$ cat src/rtl/core/line_pixel_generator_assert.svh
// assertion macros for the line pixel generator
// no dependencies; included by lpg_ctrl, which checks its own control logic
`ifndef LINE_PIXEL_GENERATOR_ASSERT_SVH
`define LINE_PIXEL_GENERATOR_ASSERT_SVH

// same-cycle implication, disabled in reset
`define LPG_ASSERT_IMP(label, clk, rst_n, ante, cons, msg) \
    label: assert property (@(posedge clk) disable iff (!rst_n) (ante) |-> (cons)) \
        else $error(msg);

// next-cycle implication, disabled in reset
`define LPG_ASSERT_NXT(label, clk, rst_n, ante, cons, msg) \
    label: assert property (@(posedge clk) disable iff (!rst_n) (ante) |=> (cons)) \
        else $error(msg);

`endif

$ cat src/rtl/core/lpg_pkg.sv
// shared types and constants for the line pixel generator
// no dependencies; imported by every module of the block
package lpg_pkg;

    localparam int COORD_W        = 6;
    localparam int SHADE_W        = 8;
    localparam int COORD_BITS_DEF = 6;
    localparam logic [SHADE_W-1:0] SHADE_RESET = 8'hFF;

    typedef struct packed {
        logic load;
        logic step;
    } lpg_cmd_t;

    typedef struct packed {
        logic zero_len;
        logic last;
    } lpg_status_t;

endpackage

$ cat src/rtl/core/lpg_ctrl.sv
// controller for the line pixel generator: segment accept and pixel emission sequencing
// depends on lpg_pkg and line_pixel_generator_assert.svh
`include "line_pixel_generator_assert.svh"

module lpg_ctrl
    import lpg_pkg::*;
(
    input  logic        clk,
    input  logic        rst_n,
    input  logic        in_valid,
    output logic        in_stall,
    output logic        out_valid,
    input  logic        out_stall,
    input  lpg_status_t status,
    output lpg_cmd_t    cmd
);

    typedef enum logic {
        ST_IDLE,
        ST_EMIT
    } state_t;

    state_t state_reg;
    state_t state_next;
    logic   out_valid_reg;
    logic   out_valid_next;

    assign in_stall  = (state_reg != ST_IDLE);
    assign out_valid = out_valid_reg;
    assign cmd.load  = in_valid && !in_stall;
    assign cmd.step  = out_valid_reg && !out_stall;

    always_comb
    begin
        state_next     = state_reg;
        out_valid_next = out_valid_reg;
        case (state_reg)
            ST_IDLE:
            begin
                if (cmd.load && !status.zero_len)
                begin
                    state_next     = ST_EMIT;
                    out_valid_next = 1'b1;
                end
            end
            ST_EMIT:
            begin
                if (cmd.step && status.last)
                begin
                    state_next     = ST_IDLE;
                    out_valid_next = 1'b0;
                end
            end
            default:
            begin
                state_next     = ST_IDLE;
                out_valid_next = 1'b0;
            end
        endcase
    end

    always_ff @(posedge clk or negedge rst_n)
    begin
        if (!rst_n)
        begin
            state_reg     <= ST_IDLE;
            out_valid_reg <= 1'b0;
        end
        else
        begin
            state_reg     <= state_next;
            out_valid_reg <= out_valid_next;
        end
    end

    `LPG_ASSERT_IMP(a_no_accept_while_emit, clk, rst_n, out_valid_reg, in_stall, "segment accepted while pixels pending")
    `LPG_ASSERT_NXT(a_start_emit, clk, rst_n, cmd.load && !status.zero_len, out_valid_reg, "nonempty segment produced no pixel")
    `LPG_ASSERT_NXT(a_last_ends, clk, rst_n, cmd.step && status.last, !out_valid_reg && !in_stall, "pixels continued past last")

endmodule

$ cat src/rtl/core/lpg_dp.sv
// datapath for the line pixel generator: segment setup, error accumulator and pixel registers
// depends on lpg_pkg
module lpg_dp
    import lpg_pkg::*;
#(
    parameter int COORD_BITS = COORD_BITS_DEF
)
(
    input  logic               clk,
    input  logic               rst_n,
    input  logic               cfg_we,
    input  logic [SHADE_W-1:0] cfg_wdata,
    input  logic [COORD_W-1:0] start_x,
    input  logic [COORD_W-1:0] start_y,
    input  logic [COORD_W-1:0] end_x,
    input  logic [COORD_W-1:0] end_y,
    input  lpg_cmd_t           cmd,
    output lpg_status_t        status,
    output logic [COORD_W-1:0] pixel_x,
    output logic [COORD_W-1:0] pixel_y,
    output logic [SHADE_W-1:0] pixel_shade,
    output logic               last_pixel
);

    localparam int CB = COORD_BITS;

    logic [CB-1:0] sx, sy, ex, ey;
    logic [CB-1:0] dx, dy;
    logic          xmaj;
    logic [CB-1:0] a0, a1, b0, b1;
    logic [CB-1:0] dmaj_in, dmin_in;

    logic [SHADE_W-1:0] shade_reg;
    logic               xmaj_reg;
    logic [CB-1:0]      a_reg, a_next;
    logic [CB-1:0]      b_reg, b_next;
    logic [CB-1:0]      btgt_reg;
    logic [CB-1:0]      dmaj_reg;
    logic [CB-1:0]      dmin_reg;
    logic [CB-1:0]      err_reg, err_next;
    logic [CB-1:0]      cnt_reg;

    logic [CB+1:0] err_sum;
    logic [CB+1:0] err_lim;

    assign sx = start_x[CB-1:0];
    assign sy = start_y[CB-1:0];
    assign ex = end_x[CB-1:0];
    assign ey = end_y[CB-1:0];

    assign dx      = (sx >= ex) ? (sx - ex) : (ex - sx);
    assign dy      = (sy >= ey) ? (sy - ey) : (ey - sy);
    assign xmaj    = (dx >= dy);
    assign a0      = xmaj ? sx : sy;
    assign a1      = xmaj ? ex : ey;
    assign b0      = xmaj ? sy : sx;
    assign b1      = xmaj ? ey : ex;
    assign dmaj_in = xmaj ? dx : dy;
    assign dmin_in = xmaj ? dy : dx;

    assign status.zero_len = (dmaj_in == '0);
    assign status.last     = (cnt_reg == CB'(1));

    // error step toward the next pixel
    assign err_sum = (CB+2)'(err_reg) + (CB+2)'(dmin_reg) + (CB+2)'(1);
    assign err_lim = (CB+2)'(dmaj_reg) + (CB+2)'(1);

    always_comb
    begin
        a_next   = a_reg + CB'(1);
        b_next   = b_reg;
        err_next = err_sum[CB-1:0];
        if (err_sum >= err_lim)
        begin
            err_next = CB'(err_sum - err_lim);
            if (btgt_reg > b_reg)
                b_next = b_reg + CB'(1);
            else if (btgt_reg < b_reg)
                b_next = b_reg - CB'(1);
        end
    end

    always_ff @(posedge clk or negedge rst_n)
    begin
        if (!rst_n)
            shade_reg <= SHADE_RESET;
        else if (cfg_we)
            shade_reg <= cfg_wdata;
    end

    always_ff @(posedge clk)
    begin
        if (cmd.load)
        begin
            xmaj_reg <= xmaj;
            dmaj_reg <= dmaj_in;
            dmin_reg <= dmin_in;
            err_reg  <= '0;
            cnt_reg  <= dmaj_in;
            if (a0 < a1)
            begin
                a_reg    <= a0;
                b_reg    <= b0;
                btgt_reg <= b1;
            end
            else
            begin
                a_reg    <= a1;
                b_reg    <= b1;
                btgt_reg <= b0;
            end
        end
        else if (cmd.step)
        begin
            a_reg   <= a_next;
            b_reg   <= b_next;
            err_reg <= err_next;
            cnt_reg <= cnt_reg - CB'(1);
        end
    end

    assign pixel_x     = COORD_W'(xmaj_reg ? a_reg : b_reg);
    assign pixel_y     = COORD_W'(xmaj_reg ? b_reg : a_reg);
    assign pixel_shade = shade_reg;
    assign last_pixel  = status.last;

endmodule

$ cat src/rtl/core/line_pixel_generator.sv
// line pixel generator: one segment in, one pixel transfer per cycle while the walk runs and
// out_stall is low; the first pixel is valid in the cycle after the segment transfer
// a segment has n pixels (n = major delta, up to 63); no new segment is taken until the
// last pixel has been transferred, and a degenerate segment emits nothing
// reset: asynchronous active low; controller goes idle, shade register returns to 255
module line_pixel_generator
    import lpg_pkg::*;
#(
    parameter int COORD_BITS = COORD_BITS_DEF
)
(
    input  logic               clk,
    input  logic               rst_n,
    input  logic               cfg_we,
    input  logic [SHADE_W-1:0] cfg_wdata,
    input  logic               in_valid,
    output logic               in_stall,
    input  logic [COORD_W-1:0] start_x,
    input  logic [COORD_W-1:0] start_y,
    input  logic [COORD_W-1:0] end_x,
    input  logic [COORD_W-1:0] end_y,
    output logic               out_valid,
    input  logic               out_stall,
    output logic [COORD_W-1:0] pixel_x,
    output logic [COORD_W-1:0] pixel_y,
    output logic [SHADE_W-1:0] pixel_shade,
    output logic               last_pixel
);

    lpg_cmd_t    cmd;
    lpg_status_t status;

    lpg_ctrl u_ctrl
    (
        .clk       (clk),
        .rst_n     (rst_n),
        .in_valid  (in_valid),
        .in_stall  (in_stall),
        .out_valid (out_valid),
        .out_stall (out_stall),
        .status    (status),
        .cmd       (cmd)
    );

    lpg_dp #(
        .COORD_BITS (COORD_BITS)
    ) u_dp
    (
        .clk         (clk),
        .rst_n       (rst_n),
        .cfg_we      (cfg_we),
        .cfg_wdata   (cfg_wdata),
        .start_x     (start_x),
        .start_y     (start_y),
        .end_x       (end_x),
        .end_y       (end_y),
        .cmd         (cmd),
        .status      (status),
        .pixel_x     (pixel_x),
        .pixel_y     (pixel_y),
        .pixel_shade (pixel_shade),
        .last_pixel  (last_pixel)
    );

endmodule

$ cat config.mk
export PLATFORM = sky130hd
export DESIGN_NAME = line_pixel_generator
export DESIGN_NICKNAME = d
export VERILOG_FILES = /design/src/rtl/core/lpg_pkg.sv /design/src/rtl/core/lpg_ctrl.sv /design/src/rtl/core/lpg_dp.sv /design/src/rtl/core/line_pixel_generator.sv
export VERILOG_INCLUDE_DIRS = /design/src /design/src/rtl/core
export SDC_FILE = /design/constraint.sdc
export NUM_CORES = 1
export LEC_CHECK = 0
export ABC_AREA = 1
export BUFFER_PORTS_ARGS = -buffer_cell sky130_fd_sc_hd__buf_2
export CORE_MARGIN = 5
export CORE_UTILIZATION = 62
export CTS_BUF_LIST = sky130_fd_sc_hd__clkbuf_8
export CTS_CLUSTER_DIAMETER = 30
export DETAILED_ROUTE_END_ITERATION = 10
export GPL_ROUTABILITY_DRIVEN = 0
export PLACE_DENSITY_LB_ADDON = 0.2
export SLEW_MARGIN = 20
export SYNTH_ARGS = -nofsm -noshare
export SYNTH_HDL_FRONTEND = slang
export SYNTH_HIERARCHICAL = 1
export SYNTH_SLANG_ARGS = --single-unit
$ cat constraint.sdc
create_clock -name clk -period 4.1 [get_ports clk]
set_input_delay 0.205 -clock clk [delete_from_list [all_inputs] [get_ports clk]]
set_output_delay 0.205 -clock clk [all_outputs]
set_load 0.02 [all_outputs]
**Word level (Yosys, flattened, before mapping)**

Index checks and enable logic that the tools add are counted.
Widths: inputs -> output; s select.

- $add $sub $neg: 12
- $lt $le $gt $ge: 7
- Equality and inequality tests: 3
- Multiplexer cells: 29
- Bitwise logic cells: 1
- Reduce and logical (&&, ||, !) cells: 13

Operators by type and width:

| kind | number |
|---|---|
| $mux 6 | 23 |
| $sub 6x6->6 | 5 |
| $ge 6x6->1 | 3 |
| $add 6x1->6 const B | 2 |
| $lt 6x6->1 | 2 |
| $sub 6x1->6 const B | 2 |
| $add 7x1->8 const B | 1 |
| $ge 8x7->1 | 1 |
| $add 6x1->7 const B | 1 |
| $add 6x6->7 | 1 |
| $eq 6x1->1 const B | 1 |
| $gt 6x6->1 | 1 |
| $logic_not 6->1 | 1 |
| $logic_and 1x1->1 | 4 |
| $mux 1 | 4 |
| $pmux 1 s2 | 2 |
| $reduce_bool 2->1 | 2 |
| $logic_not 1->1 | 3 |
| $reduce_and 3->1 | 1 |
| $reduce_bool 3->1 | 1 |
| $ne 2x1->1 const B | 1 |
| $ne 2x2->1 const B | 1 |
| $reduce_and 2->1 | 1 |
| $not 1->1 | 1 |

- Flip-flop bits (word level): 53
- Input port bits: 37

**Longest topological paths before layout**

Gate-level depths: netlist (run 1).

- Word-level depth: 9
- Gate-level depth with buffers: 30
- Mapped depth without buffers: 29

**Cells and area by module**

Netlist (run 1), hierarchy kept.

Modules (own cells, without submodules):

| module | instances | cells an instance | area each (µm²) |
|---|---|---|---|
| lpg_dp | 1 | 691 | 5079.9 |
| lpg_ctrl | 1 | 15 | 103.8 |

**Worst setup path after synthesis (run 1)**

Ideal clock, no wire load.

- Kind: input -> register
- Start: input port start_y[0]
- End: register u_dp.b_reg[5], data pin
- Data arrival time: 3949 ps
- Required time: 3844 ps
- Path slack: -105 ps
- Stages on the path: 29
- Buffers on the path: 3
- Cells stage by stage: inv_1 -> ha_1 -> inv_1 -> fa_1 -> inv_1 -> nand2_1 -> nand4_1 -> nand4_2 -> inv_1 -> nand2_1 -> nand2_1 -> inv_1 -> ha_1 -> nand2_1 -> inv_1 -> a21oi_4 -> nand2_4 -> buf_6 -> buf_6 -> o21ai_0 -> inv_1 -> ha_1 -> nand2_1 -> nor2_1 -> a211oi_2 -> clkbuf_1 -> nand3_1 -> nand3_1 -> nand2_1

- Longest elaborated chain between the ends: 7
- Elaborated cells between the ends (all ways): 12
- Classes of those cells: add/sub (2); order compare (3); mux (7)

RTL lines:

| item | line | RTL |
|---|---|---|
| start, declared | line_pixel_generator.sv:19 | `input logic [COORD_W-1:0] start_y,` |
| $sub 6x6->6 / $ge 6x6->1 (equally long branches) | lpg_dp.sv:52 | `assign dy = (sy >= ey) ? (sy - ey) : (ey - sy);` |
| $mux 6 | lpg_dp.sv:52 |  |
| $ge 6x6->1 | lpg_dp.sv:53 | `assign xmaj = (dx >= dy);` |
| $mux 6 (on tied branches) | lpg_dp.sv:54, lpg_dp.sv:55 |  |
| $lt 6x6->1 | lpg_dp.sv:100 | `if (a0 < a1)` |
| $mux 6 * | lpg_dp.sv:100 |  |
| $mux 6 * | lpg_dp.sv:93 | `if (cmd.load)` |
| end signal, assigned | lpg_dp.sv:116 | `b_reg <= b_next;` |
| end, declared | lpg_dp.sv:36 | `logic [CB-1:0] b_reg, b_next;` |

Mark *: on every way between the ends. The rest lies on a longest branch, timed or not.
A chain may end at the register's enable or synchronous reset.

**Worst setup path in the final report (run 1)**

- Start: input port start_x[0]
- End: register u_dp.a_reg[3], data pin

- Longest elaborated chain between the ends: 7
- Elaborated cells between the ends (all ways): 10
- Classes of those cells: add/sub (2); order compare (3); mux (5)

RTL lines:

| item | line | RTL |
|---|---|---|
| start, declared | line_pixel_generator.sv:18 | `input logic [COORD_W-1:0] start_x,` |
| $sub 6x6->6 / $ge 6x6->1 (equally long branches) | lpg_dp.sv:51 | `assign dx = (sx >= ex) ? (sx - ex) : (ex - sx);` |
| $mux 6 | lpg_dp.sv:51 |  |
| $ge 6x6->1 | lpg_dp.sv:53 |  |
| $mux 6 (on tied branches) | lpg_dp.sv:54, lpg_dp.sv:55 |  |
| $lt 6x6->1 | lpg_dp.sv:100 |  |
| $mux 6 * | lpg_dp.sv:100 |  |
| $mux 6 * | lpg_dp.sv:93 |  |
| end signal, assigned | lpg_dp.sv:115 | `a_reg <= a_next;` |
| end, declared | lpg_dp.sv:35 | `logic [CB-1:0] a_reg, a_next;` |

Marks and branches as above.

==> summary.log, run 1 <==
[grt] global routing usage summed across all routing layers 25.3%
[sta] Hold Worst Slack 137 ps
[logic_synthesis] post-synthesis instance area 0.00518 mm2
[power] Combinational Power Share 71.6%
[die] floorplan die area 0.0103 mm2
[cts] clock input transition at the sequential cells of the worst setup and hold paths 90 ps
[logic_synthesis] xor-xnor portion of the synthesized cell area 4.73%
[worst_setup_path] biggest fanout along the worst timing path 21
[min_path] origin of the worst min-delay path cfg_wdata[0]
[routing] highest routing layer actually used met4
[sta] Layout Skew 12.4 ps
[sta] worst-margin pin slew 636 ps
[power] clock network fraction of total power 7.1%
[job] max capacitance violation total 0
[cts] number of buffers created by CTS 5
[die] IO Count 60
[power] switching portion of total power 49.5%
[final_layout] number of flip-flops under the largest register name 8
[grt] wire length of the first global-routing pass 21.2 mm
[cts] clock tree root driver cell sky130_fd_sc_hd__clkbuf_8
[final_layout] post-layout instance count excluding filler cells 921
[logic_synthesis] count of state elements after synthesis 53
[routing] DR vias 5,086
[sta] final number of max-transition violations 0
[worst_setup_path] arrival time at the worst endpoint 3980 ps
[routing] wire length reported by the detailed router 13.3 mm
[logic_synthesis] cell type with the highest aggregate area in the netlist sky130_fd_sc_hd__edfxtp_1
[worst_setup_path] end of the worst register-to-register path u_dp/b_reg[4]$_DFFE_PP_
[final_layout] core utilization of the finished layout 75.6%
[logic_synthesis] post-synthesis cell type count 41
[logic_synthesis] mean area per synthesized cell 7.34 um2
[cts] Post-CTS Setup Bufs 0
[sta] final critical delay including setup and external delays 3940 ps
[cts] clock insertion delay at the later pin of the skew report 300 ps
[die] die width 101 um
[worst_setup_path] startpoint type of the worst setup path input port
[power] Int Power 2.46 mW
[die] core box area 0.00818 mm2
[final_layout] final net count 919
[final_layout] fill cell count 603
[routing] routed length on met3 987 um
[power] P_leak 3.22 nW
[routing] number of design-rule violations left by the first detailed-router iteration 297
[sta] accumulated negative setup slack 0 ps
[cts] TritonCTS sink count 53
[routing] WL met1 5.35 mm
[logic_synthesis] fraction of the mapped netlist area in adder cells 17.2%
[die] die height 101 um
[cts] count of H-tree levels built during CTS 2
[min_path] worst hold path class input port to flip-flop
[routing] drt via density 5.52
[min_path] Hold Crit Endpoint u_dp/pixel_shade[0]$_DFFE_PN1P_
[grt] pin count of the biggest net entering global routing 52
[logic_synthesis] share of synthesized cell area in and, or, nand and nor gates 23.2%
[final_layout] layout cells sized above 1 21.4%
[final_layout] Post-Layout Inst Area 0.00618 mm2
[worst_setup_path] classification of the worst setup path input port to flip-flop
[place] number of cells after detailed placement 910
[grt] Overflow after GRT 0
[place] number of port buffers 59
[sta] portion of the clock cycle consumed by the worst path in the final layout 96.0%
[worst_setup_path] number of cell instances on the worst register-to-register path 15
[die] number of placement rows 33
[die] starting density of the core 63.4%
[routing] met2 wire length 6.41 mm
[worst_setup_path] Critical Path End Type flip-flop
[power] sequential fraction of design power 21.4%
[power] switching pwr 2.41 mW
[logic_synthesis] Synthesis Warnings 6
[logic_synthesis] mux cell area share after synthesis 1.74%
[power] highest ir drop seen on vdd 0.000557 V
[sta] Final WS setup 164 ps
[logic_synthesis] Synth Area in Compound Gates 13.3%
[routing] Routed WL per cell 14.4 um
[place] HPWL reported at the end of detailed placement 10.7 mm
[logic_synthesis] combinational family with the most area after synthesis simple AND/OR/NAND/NOR gates
[routing] number of detailed-route iterations in the first pass 6
[sta] Max-Slew Margin vs Limit 57.6%
[power] total power divided by cell area 788 mW/mm2
[final_layout] number of antenna diodes 0
[logic_synthesis] leading post-synthesis cells by cell area sky130_fd_sc_hd__edfxtp_1, sky130_fd_sc_hd__ha_1, sky130_fd_sc_hd__nand2_1, sky130_fd_sc_hd__inv_1, sky130_fd_sc_hd__o21ai_0
[outcome] outcome complete, no violations
[routing] remaining antenna violation count 0
[grt] via count of the first global-routing pass 4,827
[min_path] Worst Hold Path Cells 2
[cts] clock tree from TritonCTS yes
[sta] final count of hold timing violations 0
[logic_synthesis] share of Yosys cell area claimed by the top area cell type 21.4%
[cts] maximum number of buffers from clock root to sink 2
[logic_synthesis] post-synth net total 810
[logic_synthesis] Synth Instances 706
[place] worst-case setup slack after placement -448 ps
[final_layout] synthesis-to-layout area growth 19.2%
[sta] Setup Viol. Count Final 0
[routing] DRC viols 0
[grt] initial antenna violation count 0
[worst_setup_path] data required time of the worst path 4150 ps
[worst_setup_path] worst reg2reg path startpoint u_dp/dmin_reg[2]$_DFFE_PP_
[place] Post-DP Area 0.00598 mm2
[logic_synthesis] sequential fraction of the synthesis area 28.8%
[sta] top achievable clock speed 254 MHz
[power] total design power 4.87 mW
[worst_setup_path] flop-to-flop setup slack 590 ps
layout make-up:
cell class                 instances  area [um2]  area share, %
clock buffer                       5        68.8           1.11
multi-input combinational        515        3190           51.7
inverter                         115         432           6.98
timing repair buffer             125         822           13.3
clock inverter                     3        42.5          0.688
sequential                        53        1490           24.1
tap                              105         131           2.13
layer usage:
layer	global-route usage (%)	up-vias
li1	-	2502
met1	31.4	2314
met5	0	-
met3	3.44	39
met2	44.9	231
met4	9.10	0
cell usage in the layout (no fill, tap or decap), types with 16 or more instances in the layout:
cell	netlist	routed
sky130_fd_sc_hd__inv_1	113	112
sky130_fd_sc_hd__nor2_1	27	26
sky130_fd_sc_hd__edfxtp_1	37	37
sky130_fd_sc_hd__o21ai_1	12	16
sky130_fd_sc_hd__nand3_1	48	48
sky130_fd_sc_hd__buf_4	4	62
sky130_fd_sc_hd__nand2_1	189	187
sky130_fd_sc_hd__xor2_1	22	22
sky130_fd_sc_hd__ha_1	60	59
sky130_fd_sc_hd__o21ai_0	59	50
sky130_fd_sc_hd__buf_2	7	59
sky130_fd_sc_hd__a21oi_1	41	41
worst max-delay path, stage by stage:
cell and delay (ps):
sky130_fd_sc_hd__buf_2 120, sky130_fd_sc_hd__inv_1 70, sky130_fd_sc_hd__ha_1 140, sky130_fd_sc_hd__inv_1 60, sky130_fd_sc_hd__fa_2 360, sky130_fd_sc_hd__o211ai_1 200, sky130_fd_sc_hd__nand3_2 160, sky130_fd_sc_hd__buf_4 180
sky130_fd_sc_hd__nand2_1 50, sky130_fd_sc_hd__nand2_1 100, sky130_fd_sc_hd__ha_1 330, sky130_fd_sc_hd__nand2_1 60, sky130_fd_sc_hd__nand2_1 80, sky130_fd_sc_hd__a21oi_4 200, sky130_fd_sc_hd__nand2_4 80, sky130_fd_sc_hd__buf_12 160
sky130_fd_sc_hd__nand2_1 50, sky130_fd_sc_hd__o21ai_1 70, sky130_fd_sc_hd__ha_1 320, sky130_fd_sc_hd__a21oi_1 170, sky130_fd_sc_hd__nor2_1 80, sky130_fd_sc_hd__a211oi_2 230, sky130_fd_sc_hd__buf_6 200, sky130_fd_sc_hd__nand3_1 120
sky130_fd_sc_hd__nand3_1 120, sky130_fd_sc_hd__nand2_1 60
worst max-delay path by stage:
stage	from	to	slack, ps
CTS	end_x[0]	u_dp/a_reg[2]$_DFFE_PP_	50
finish	start_x[0]	u_dp/a_reg[3]$_DFFE_PP_	160
detailed placement	start_x[0]	u_dp/btgt_reg[4]$_DFFE_PP_	-450
floorplan	start_x[0]	u_dp/a_reg[1]$_DFFE_PP_	10
global placement	start_x[0]	u_dp/btgt_reg[0]$_DFFE_PP_	-230
global route	start_y[0]	u_dp/a_reg[5]$_DFFE_PP_	-20
cell usage after synthesis (all sizes together):
cell    count
nand2     193
inv       114
o21ai      73
ha         60
nand3      49
a21oi      42
edfxtp     37
nor2       28
xor2       22
buf        15
clkbuf      9
dfstp       8
mux2        8
fa          7
dfxtp       6
xnor2       6
a21o        4
nand4       4
o21bai      4
nand3b      3
or2         3
dfrtp       2
nor3        2
o211ai      2
a211oi      1
and2        1
and3        1
clkinv      1
o22ai       1
cell families (layout without fill, tap and decap cells):
kind of cell | count (synthesis) | in the layout
compound gates | 127 | 127
fa+ha+maj | 67 | 67
xor+xnor | 28 | 28
simple gates | 284 | 285
mux | 8 | 8
flops | 53 | 53
buf+inv | 139 | 248
power groups by stage:
stage	clock, mW	sequential (mW)	combinational [mW]
after floorplan	0	1.02	2.41
after global placement	0	1.04	3.12
after CTS	0.351	1.04	3.30
after global routing	0.370	1.06	3.92
final	0.343	1.04	3.48
after detailed placement	0	1.05	3.27
repair_timing:
action                                  4_1_cts  5_1_grt
endpoints found under the hold margin        10        0
resized for setup                             2       21
hold buffers                                  1        0
cloned                                        0        2
endpoints found under the setup margin       18       18
pin swaps                                     0        7
Power figures use the tool's default switching activity.
==> run 2: changes to the inputs <==
--- a/config.mk
+++ b/config.mk
@@ -9,12 +9,13 @@
 export ABC_AREA = 1
 export BUFFER_PORTS_ARGS = -buffer_cell sky130_fd_sc_hd__buf_2
 export CORE_MARGIN = 5
-export CORE_UTILIZATION = 62
-export CTS_BUF_LIST = sky130_fd_sc_hd__clkbuf_8
+export CORE_UTILIZATION = 40
+export CTS_BUF_LIST = sky130_fd_sc_hd__clkbuf_16
 export CTS_CLUSTER_DIAMETER = 30
 export DETAILED_ROUTE_END_ITERATION = 10
 export GPL_ROUTABILITY_DRIVEN = 0
 export PLACE_DENSITY_LB_ADDON = 0.2
+export SKIP_CTS_REPAIR_TIMING = 1
 export SLEW_MARGIN = 20
 export SYNTH_ARGS = -nofsm -noshare
 export SYNTH_HDL_FRONTEND = slang
==> run 2 against run 1 <==
Effect of this change: critical path type unchanged; sequential share of layout area is 1.4 points lower; global-route usage is 7.8 points lower; sequential power hardly changed.
==> summary.log, run 2 (same netlist as run 1, synthesis figures left out) <==
[outcome] outcome complete, no violations [unchanged]
[final_layout] core utilization of the finished layout 51.7% [was 75.6%]
[worst_setup_path] Critical Path End u_dp/a_reg[1]$_DFFE_PP_ [was u_dp/a_reg[3]$_DFFE_PP_]
[worst_setup_path] end of the worst register-to-register path u_dp/b_reg[3]$_DFFE_PP_ [was u_dp/b_reg[4]$_DFFE_PP_]
[power] switching pwr 2.47 mW [was 2.41 mW]
[die] number of placement rows 41 [was 33]
[routing] DR vias 4,895 [was 5,086]
[final_layout] number of flip-flops under the largest register name 8 [unchanged]
[sta] top achievable clock speed 256 MHz [was 254 MHz]
[sta] final number of max-transition violations 0 [unchanged]
[final_layout] footprint of the multi-input gates 0.00327 mm2 [was 0.00319 mm2]
[worst_setup_path] number of cell instances on the worst register-to-register path 15 [unchanged]
[worst_setup_path] startpoint type of the worst setup path input port [unchanged]
[routing] remaining antenna violation count 0 [unchanged]
[final_layout] final net count 939 [was 919]
[grt] via count of the first global-routing pass 4,646 [was 4,827]
[power] total design power 5.15 mW [was 4.87 mW]
[final_layout] number of antenna diodes 0 [unchanged]
[routing] DRC viols 0 [unchanged]
[power] highest ir drop seen on vdd 0.000399 V [was 0.000557 V]
[power] sequential fraction of design power 20.1% [was 21.4%]
[worst_setup_path] Critical Path End Type flip-flop [unchanged]
[cts] clock insertion delay at the later pin of the skew report 290 ps [was 300 ps]
[worst_setup_path] biggest fanout along the worst timing path 13 [was 21]
[worst_setup_path] data required time of the worst path 4140 ps [was 4150 ps]
[power] P_leak 3.34 nW [was 3.22 nW]
[final_layout] synthesis-to-layout area growth 26.4% [was 19.2%]
[sta] final critical delay including setup and external delays 3910 ps [was 3940 ps]
[final_layout] Register Area 0.00149 mm2 [unchanged]
[routing] Routed WL per cell 13.3 um [was 14.4 um]
[sta] final count of hold timing violations 0 [unchanged]
[worst_setup_path] arrival time at the worst endpoint 3950 ps [was 3980 ps]
[grt] Overflow after GRT 0 [unchanged]
[power] switching portion of total power 47.9% [was 49.5%]
[routing] drt via density 4.86 [was 5.52]
[sta] portion of the clock cycle consumed by the worst path in the final layout 95.3% [was 96.0%]
[cts] clock tree from TritonCTS yes [unchanged]
[sta] Max-Slew Margin vs Limit 59.6% [was 57.6%]
[grt] pin count of the biggest net entering global routing 51 [was 52]
[sta] Hold Worst Slack 149 ps [was 137 ps]
[cts] TritonCTS sink count 53 [unchanged]
[die] starting density of the core 40.9% [was 63.4%]
[place] worst-case setup slack after placement -441 ps [was -448 ps]
[die] floorplan die area 0.0153 mm2 [was 0.0103 mm2]
[final_layout] leading cell types in the layout, fill and taps excluded sky130_fd_sc_hd__nand2_1, sky130_fd_sc_hd__inv_1, sky130_fd_sc_hd__buf_4, sky130_fd_sc_hd__buf_2, sky130_fd_sc_hd__ha_1 [unchanged]
[min_path] worst hold path class input port to flip-flop [unchanged]
[final_layout] layout cells sized above 1 25.1% [was 21.4%]
[routing] wire length reported by the detailed router 13.4 mm [was 13.3 mm]
[final_layout] most common cell after layout, fill and taps aside sky130_fd_sc_hd__nand2_1 [unchanged]
[cts] number of buffers created by CTS 5 [unchanged]
[place] HPWL reported at the end of detailed placement 11.0 mm [was 10.7 mm]
[final_layout] fill cell count 1,232 [was 603]
[power] clock network fraction of total power 9.0% [was 7.1%]
[grt] global routing usage summed across all routing layers 17.5% [was 25.3%]
[sta] Setup Viol. Count Final 0 [unchanged]
[sta] accumulated negative setup slack 0 ps [unchanged]
[routing] number of detailed-route iterations in the first pass 5 [was 6]
[die] IO Count 60 [unchanged]
[sta] Layout Skew 7.34 ps [was 12.4 ps]
[place] number of port buffers 59 [unchanged]
[cts] count of H-tree levels built during CTS 2 [unchanged]
[worst_setup_path] worst reg2reg path startpoint u_dp/dmin_reg[2]$_DFFE_PP_ [unchanged]
[worst_setup_path] classification of the worst setup path input port to flip-flop [unchanged]
[routing] number of design-rule violations left by the first detailed-router iteration 234 [was 297]
[grt] initial antenna violation count 0 [unchanged]
[cts] maximum number of buffers from clock root to sink 2 [unchanged]
[die] core box area 0.0127 mm2 [was 0.00818 mm2]
[die] die width 124 um [was 101 um]
[grt] wire length of the first global-routing pass 21.5 mm [was 21.2 mm]
[worst_setup_path] Max stage delay on crit path 350 ps [was 360 ps]
[worst_setup_path] flop-to-flop setup slack 610 ps [was 590 ps]
[worst_setup_path] critical path launch point start_x[0] [unchanged]
[worst_setup_path] Critical Path Slowest Stage Cell sky130_fd_sc_hd__fa_2 [unchanged]
[cts] clock input transition at the sequential cells of the worst setup and hold paths 70 ps [was 90 ps]
[job] max capacitance violation total 0 [unchanged]
[power] Combinational Power Share 70.9% [was 71.6%]
[sta] worst-margin pin slew 604 ps [was 636 ps]
[power] Int Power 2.68 mW [was 2.46 mW]
[cts] clock tree root driver cell sky130_fd_sc_hd__clkbuf_16 [was sky130_fd_sc_hd__clkbuf_8]
[power] total power divided by cell area 786 mW/mm2 [was 788 mW/mm2]
[die] die height 124 um [was 101 um]
[sta] Final WS setup 194 ps [was 164 ps]
## run 2: cell types whose count changed in the layout (fill, tap and decap cells not counted), sizes merged
cell / previous run / this run
buf: 124 / 142
nand2: 194 / 195
clkbuf: 5 / 6
## run 2: worst min path at each step
| stage | depth (start not counted) | to | start |
|---|---|---|---|
| finish | 2 | u_dp/pixel_shade[6]$_DFFE_PN1P_ | cfg_wdata[6] |
| global route | 2 | u_dp/pixel_shade[1]$_DFFE_PN1P_ | cfg_wdata[1] |
| CTS | 1 | u_ctrl/in_stall$_DFF_PN0_ | rst_n |
| detailed placement | 1 | u_ctrl/in_stall$_DFF_PN0_ | rst_n |
| global placement | 1 | u_ctrl/out_valid$_DFFE_PN0P_ | rst_n |
| floorplan | 0 | u_ctrl/in_stall$_DFF_PN0_ | rst_n |
## run 2: metal layers
layer  global-route usage (%)  part of all wire, %  up-vias
li1                         -                    -     2545
met1                     23.4                   48     2229
met2                     29.9                   47      102
met3                     2.09                  3.6       19
met4                     4.50                  2.0        0
met5                        0                    0        -
## run 2: area by class of cell
| class | instances | area share [%] |
|---|---|---|
| inverter | 115 | 6.63 |
| tap | 172 | 3.29 |
| clock inverter | 3 | 0.573 |
| multi-input combinational | 516 | 50.0 |
| clock buffer | 5 | 1.91 |
| sequential | 53 | 22.8 |
| timing repair buffer | 144 | 14.9 |
## run 2: worst max-delay path: cells and delay by family
kind | cells | cell delay, ps
buffers and inverters | 9 | 1020
AND/OR/NAND/NOR | 11 | 920
AO/OA/AOI/OAI | 4 | 720
adder cells (fa/ha/maj) | 4 | 1070
## run 2: through the flow
stage	std cells	instance area [um2]
global placement	988	6130
global route	1008	6550
detailed placement	988	6130
floorplan	706	5190
CTS	996	6300
finish	1008	6550
## run 2: power groups by stage
stage               sequential (mW)  combinational, mW  clock [mW]
finish                         1.04               3.65       0.461
global placement               1.04               3.26           0
CTS                            1.04               3.35       0.474
floorplan                      1.02               2.41           0
global route                   1.06               4.15       0.500
detailed placement             1.05               3.33           0
==> run 3: changes to the inputs <==
--- a/config.mk
+++ b/config.mk
@@ -8,8 +8,10 @@
 export LEC_CHECK = 0
 export ABC_AREA = 1
 export BUFFER_PORTS_ARGS = -buffer_cell sky130_fd_sc_hd__buf_2
+export CELL_PAD_IN_SITES_DETAIL_PLACEMENT = 2
+export CELL_PAD_IN_SITES_GLOBAL_PLACEMENT = 2
 export CORE_MARGIN = 5
-export CORE_UTILIZATION = 40
+export CORE_UTILIZATION = 34
 export CTS_BUF_LIST = sky130_fd_sc_hd__clkbuf_16
 export CTS_CLUSTER_DIAMETER = 30
 export DETAILED_ROUTE_END_ITERATION = 10
==> run 3 against run 2 <==
Effect of this change: final cell count grew 4.9%; clock-buffer cell count is the same; the flow now finishes with violations (negative setup slack); critical path type unchanged; worst setup slack lost 230 ps.
==> summary.log, run 3 (same netlist as run 1, synthesis figures left out) <==
[outcome] outcome finished, violations left [was complete, no violations]
[outcome] failing checks negative setup slack
[final_layout] most common cell after layout, fill and taps aside sky130_fd_sc_hd__nand2_1 [unchanged]
[grt] Overflow after GRT 0 [unchanged]
[worst_setup_path] crit-path most repeated cell sky130_fd_sc_hd__nand2_1
[power] total design power 6.07 mW [was 5.15 mW]
[sta] accumulated negative setup slack -47.5 ps [was 0 ps]
[cts] clock input transition at the sequential cells of the worst setup and hold paths 80 ps [was 70 ps]
[power] P_leak 3.53 nW [was 3.34 nW]
[final_layout] layout cells sized above 1 31.5% [was 25.1%]
[final_layout] number of antenna diodes 0 [unchanged]
[final_layout] leading cell types in the layout, fill and taps excluded sky130_fd_sc_hd__nand2_1, sky130_fd_sc_hd__buf_4, sky130_fd_sc_hd__inv_1, sky130_fd_sc_hd__buf_2 [was sky130_fd_sc_hd__nand2_1, sky130_fd_sc_hd__inv_1, sky130_fd_sc_hd__buf_4, sky130_fd_sc_hd__buf_2, sky130_fd_sc_hd__ha_1]
[grt] M1 GR Usage 24.9% [was 23.4%]
[final_layout] fill cell count 1,731 [was 1,232]
[power] total power divided by cell area 863 mW/mm2 [was 786 mW/mm2]
[place] Post-DP Area 0.00635 mm2 [was 0.00613 mm2]
[cts] TritonCTS sink count 53 [unchanged]
[grt] global routing usage summed across all routing layers 21.5% [was 17.5%]
[cts] clock insertion delay at the later pin of the skew report 300 ps [was 290 ps]
[place] HPWL reported at the end of detailed placement 16.5 mm [was 11.0 mm]
[grt] met2 usage 41.7% [was 29.9%]
[routing] number of detailed-route iterations in the first pass 5 [unchanged]
[die] number of placement rows 45 [was 41]
[sta] Layout Skew 12.3 ps [was 7.34 ps]
[worst_setup_path] Max stage delay on crit path 380 ps [was 350 ps]
[routing] DR vias 5,611 [was 4,895]
[cts] clock tree root driver cell sky130_fd_sc_hd__clkbuf_16 [unchanged]
[worst_setup_path] data required time of the worst path 4140 ps [about the same]
[grt] wire length of the first global-routing pass 30.5 mm [was 21.5 mm]
[cts] count of H-tree levels built during CTS 2 [unchanged]
[sta] final number of max-transition violations 0 [unchanged]
[sta] worst-margin pin slew 730 ps [was 604 ps]
[final_layout] final net count 972 [was 939]
[grt] met3 layer usage reported by global route 2.11% [was 2.09%]
[cts] maximum number of buffers from clock root to sink 2 [unchanged]
[final_layout] synthesis-to-layout area growth 35.7% [was 26.4%]
[sta] top achievable clock speed 242 MHz [was 256 MHz]
[die] starting density of the core 34.4% [was 40.9%]
[job] max capacitance violation total 0 [unchanged]
[worst_setup_path] classification of the worst setup path input port to flip-flop [unchanged]
[grt] pin count of the biggest net entering global routing 51 [unchanged]
[final_layout] post-layout instance count excluding filler cells 1,057 [was 1,008]
[grt] via count of the first global-routing pass 5,908 [was 4,646]
[worst_setup_path] family with the most delay on the worst path simple AND/OR/NAND/NOR gates [was adder cells]
[place] number of cells after detailed placement 1,029 [was 988]
[sta] Max-Slew Margin vs Limit 50.8% [was 59.6%]
[routing] drt via density 5.31 [was 4.86]
[power] highest ir drop seen on vdd 0.000470 V [was 0.000399 V]
[sta] Setup Viol. Count Final 3 [was 0]
[grt] initial antenna violation count 0 [unchanged]
[sta] portion of the clock cycle consumed by the worst path in the final layout 101% [was 95.3%]
[worst_setup_path] Critical Path End Type flip-flop [unchanged]
[place] worst-case setup slack after placement -711 ps [was -441 ps]
[cts] clock tree from TritonCTS yes [unchanged]
[die] core box area 0.0151 mm2 [was 0.0127 mm2]
[worst_setup_path] number of buffers and inverters on the critical path 9 [unchanged]
[min_path] worst hold path class input port to flip-flop [unchanged]
[sta] final count of hold timing violations 0 [unchanged]
[routing] DRC viols 0 [unchanged]
[routing] wire length reported by the detailed router 22.9 mm [was 13.4 mm]
[die] floorplan die area 0.0178 mm2 [was 0.0153 mm2]
[die] die height 133 um [was 124 um]
[worst_setup_path] Critical Path Slowest Stage Cell sky130_fd_sc_hd__fa_2 [unchanged]
[worst_setup_path] biggest fanout along the worst timing path 8 [was 13]
[sta] Final WS setup -35.2 ps [was 194 ps]
[sta] final critical delay including setup and external delays 4140 ps [was 3910 ps]
[final_layout] Post-Layout Inst Area 0.00703 mm2 [was 0.00655 mm2]
[routing] number of design-rule violations left by the first detailed-router iteration 316 [was 234]
[routing] Routed WL per cell 21.7 um [was 13.3 um]
[final_layout] core utilization of the finished layout 46.6% [was 51.7%]
[sta] Hold Worst Slack 135 ps [was 149 ps]
[cts] number of buffers created by CTS 5 [unchanged]
[place] number of port buffers 59 [unchanged]
[die] IO Count 60 [unchanged]
[worst_setup_path] startpoint type of the worst setup path input port [unchanged]
[routing] remaining antenna violation count 0 [unchanged]
[grt] peak-usage layer in the global routing report met2 [unchanged]
[final_layout] number of flip-flops under the largest register name 8 [unchanged]
[die] die width 133 um [was 124 um]
[worst_setup_path] arrival time at the worst endpoint 4170 ps [was 3950 ps]
[run 3: cell types whose count changed in the layout (fill, tap and decap cells not counted), moves of 4 or more]
cell                      change
sky130_fd_sc_hd__nand2_1      -9
sky130_fd_sc_hd__ha_1         -8
sky130_fd_sc_hd__o21ai_1      -4
sky130_fd_sc_hd__buf_4       +25
sky130_fd_sc_hd__nand2_2      +7
sky130_fd_sc_hd__inv_2        +7
sky130_fd_sc_hd__inv_1        -6
sky130_fd_sc_hd__ha_4         +6
[run 3: area by class of cell]
| type | count | area, um2 | area share, % |
|---|---|---|---|
| flip-flops and latches | 53 | 1490 | 21.2 |
| clock buffers | 5 | 125 | 1.78 |
| multi-input cells | 516 | 3430 | 48.8 |
| inverters | 115 | 434 | 6.17 |
| well taps | 188 | 235 | 3.34 |
| clock inverters | 3 | 13.8 | 0.196 |
| repair buffers | 177 | 1300 | 18.5 |
[run 3: routing by layer]
metal	routed length, um	up-vias
met5	0	-
met4	692	0
met3	851	46
met2	12300	172
met1	9080	2782
li1	-	2611
[run 3: final timing paths]
kind	endpoint	cells after the start	slack, ps	start
worst max-delay path	u_dp/b_reg[2]$_DFFE_PP_	29	-40	start_y[0]
worst min-delay path	u_dp/pixel_shade[7]$_DFFE_PN1P_	2	140	cfg_wdata[7]
worst max register to register	u_dp/b_reg[5]$_DFFE_PP_	16	690	u_dp/b_reg[4]$_DFFE_PP_
worst min register to register	u_dp/err_reg[3]$_SDFFE_PP0P_	2	490	u_dp/err_reg[3]$_SDFFE_PP0P_
max in group asynchronous	u_dp/pixel_shade[0]$_DFFE_PN1P_	2	3570	rst_n
min in group asynchronous	u_ctrl/in_stall$_DFF_PN0_	2	290	rst_n
[run 3: worst reg2reg max path, cell delays in order (launching register included)]
cell and delay, ps:
sky130_fd_sc_hd__edfxtp_1 400, sky130_fd_sc_hd__inv_1 110, sky130_fd_sc_hd__ha_1 290, sky130_fd_sc_hd__nand2_1 80, sky130_fd_sc_hd__nor2_1 160, sky130_fd_sc_hd__o21ai_0 140
sky130_fd_sc_hd__o211ai_1 140, sky130_fd_sc_hd__nand2_1 290, sky130_fd_sc_hd__ha_1 470, sky130_fd_sc_hd__a21oi_1 280, sky130_fd_sc_hd__nand2_1 120, sky130_fd_sc_hd__nand2_1 120
sky130_fd_sc_hd__nand2_1 70, sky130_fd_sc_hd__a21oi_1 180, sky130_fd_sc_hd__a21oi_1 100, sky130_fd_sc_hd__o21ai_0 140, sky130_fd_sc_hd__nand2_1 80
[run 3: where the power goes]
| group | leakage, nW | internal (mW) | total [mW] | switching [mW] |
|---|---|---|---|---|
| Combinational | 2.95 | 1.78 | 4.57 | 2.79 |
| Clock | 0.0767 | 0.224 | 0.432 | 0.209 |
| Sequential | 0.499 | 0.905 | 1.07 | 0.165 |
| Total | 3.53 | 2.91 | 6.07 | 3.16 |
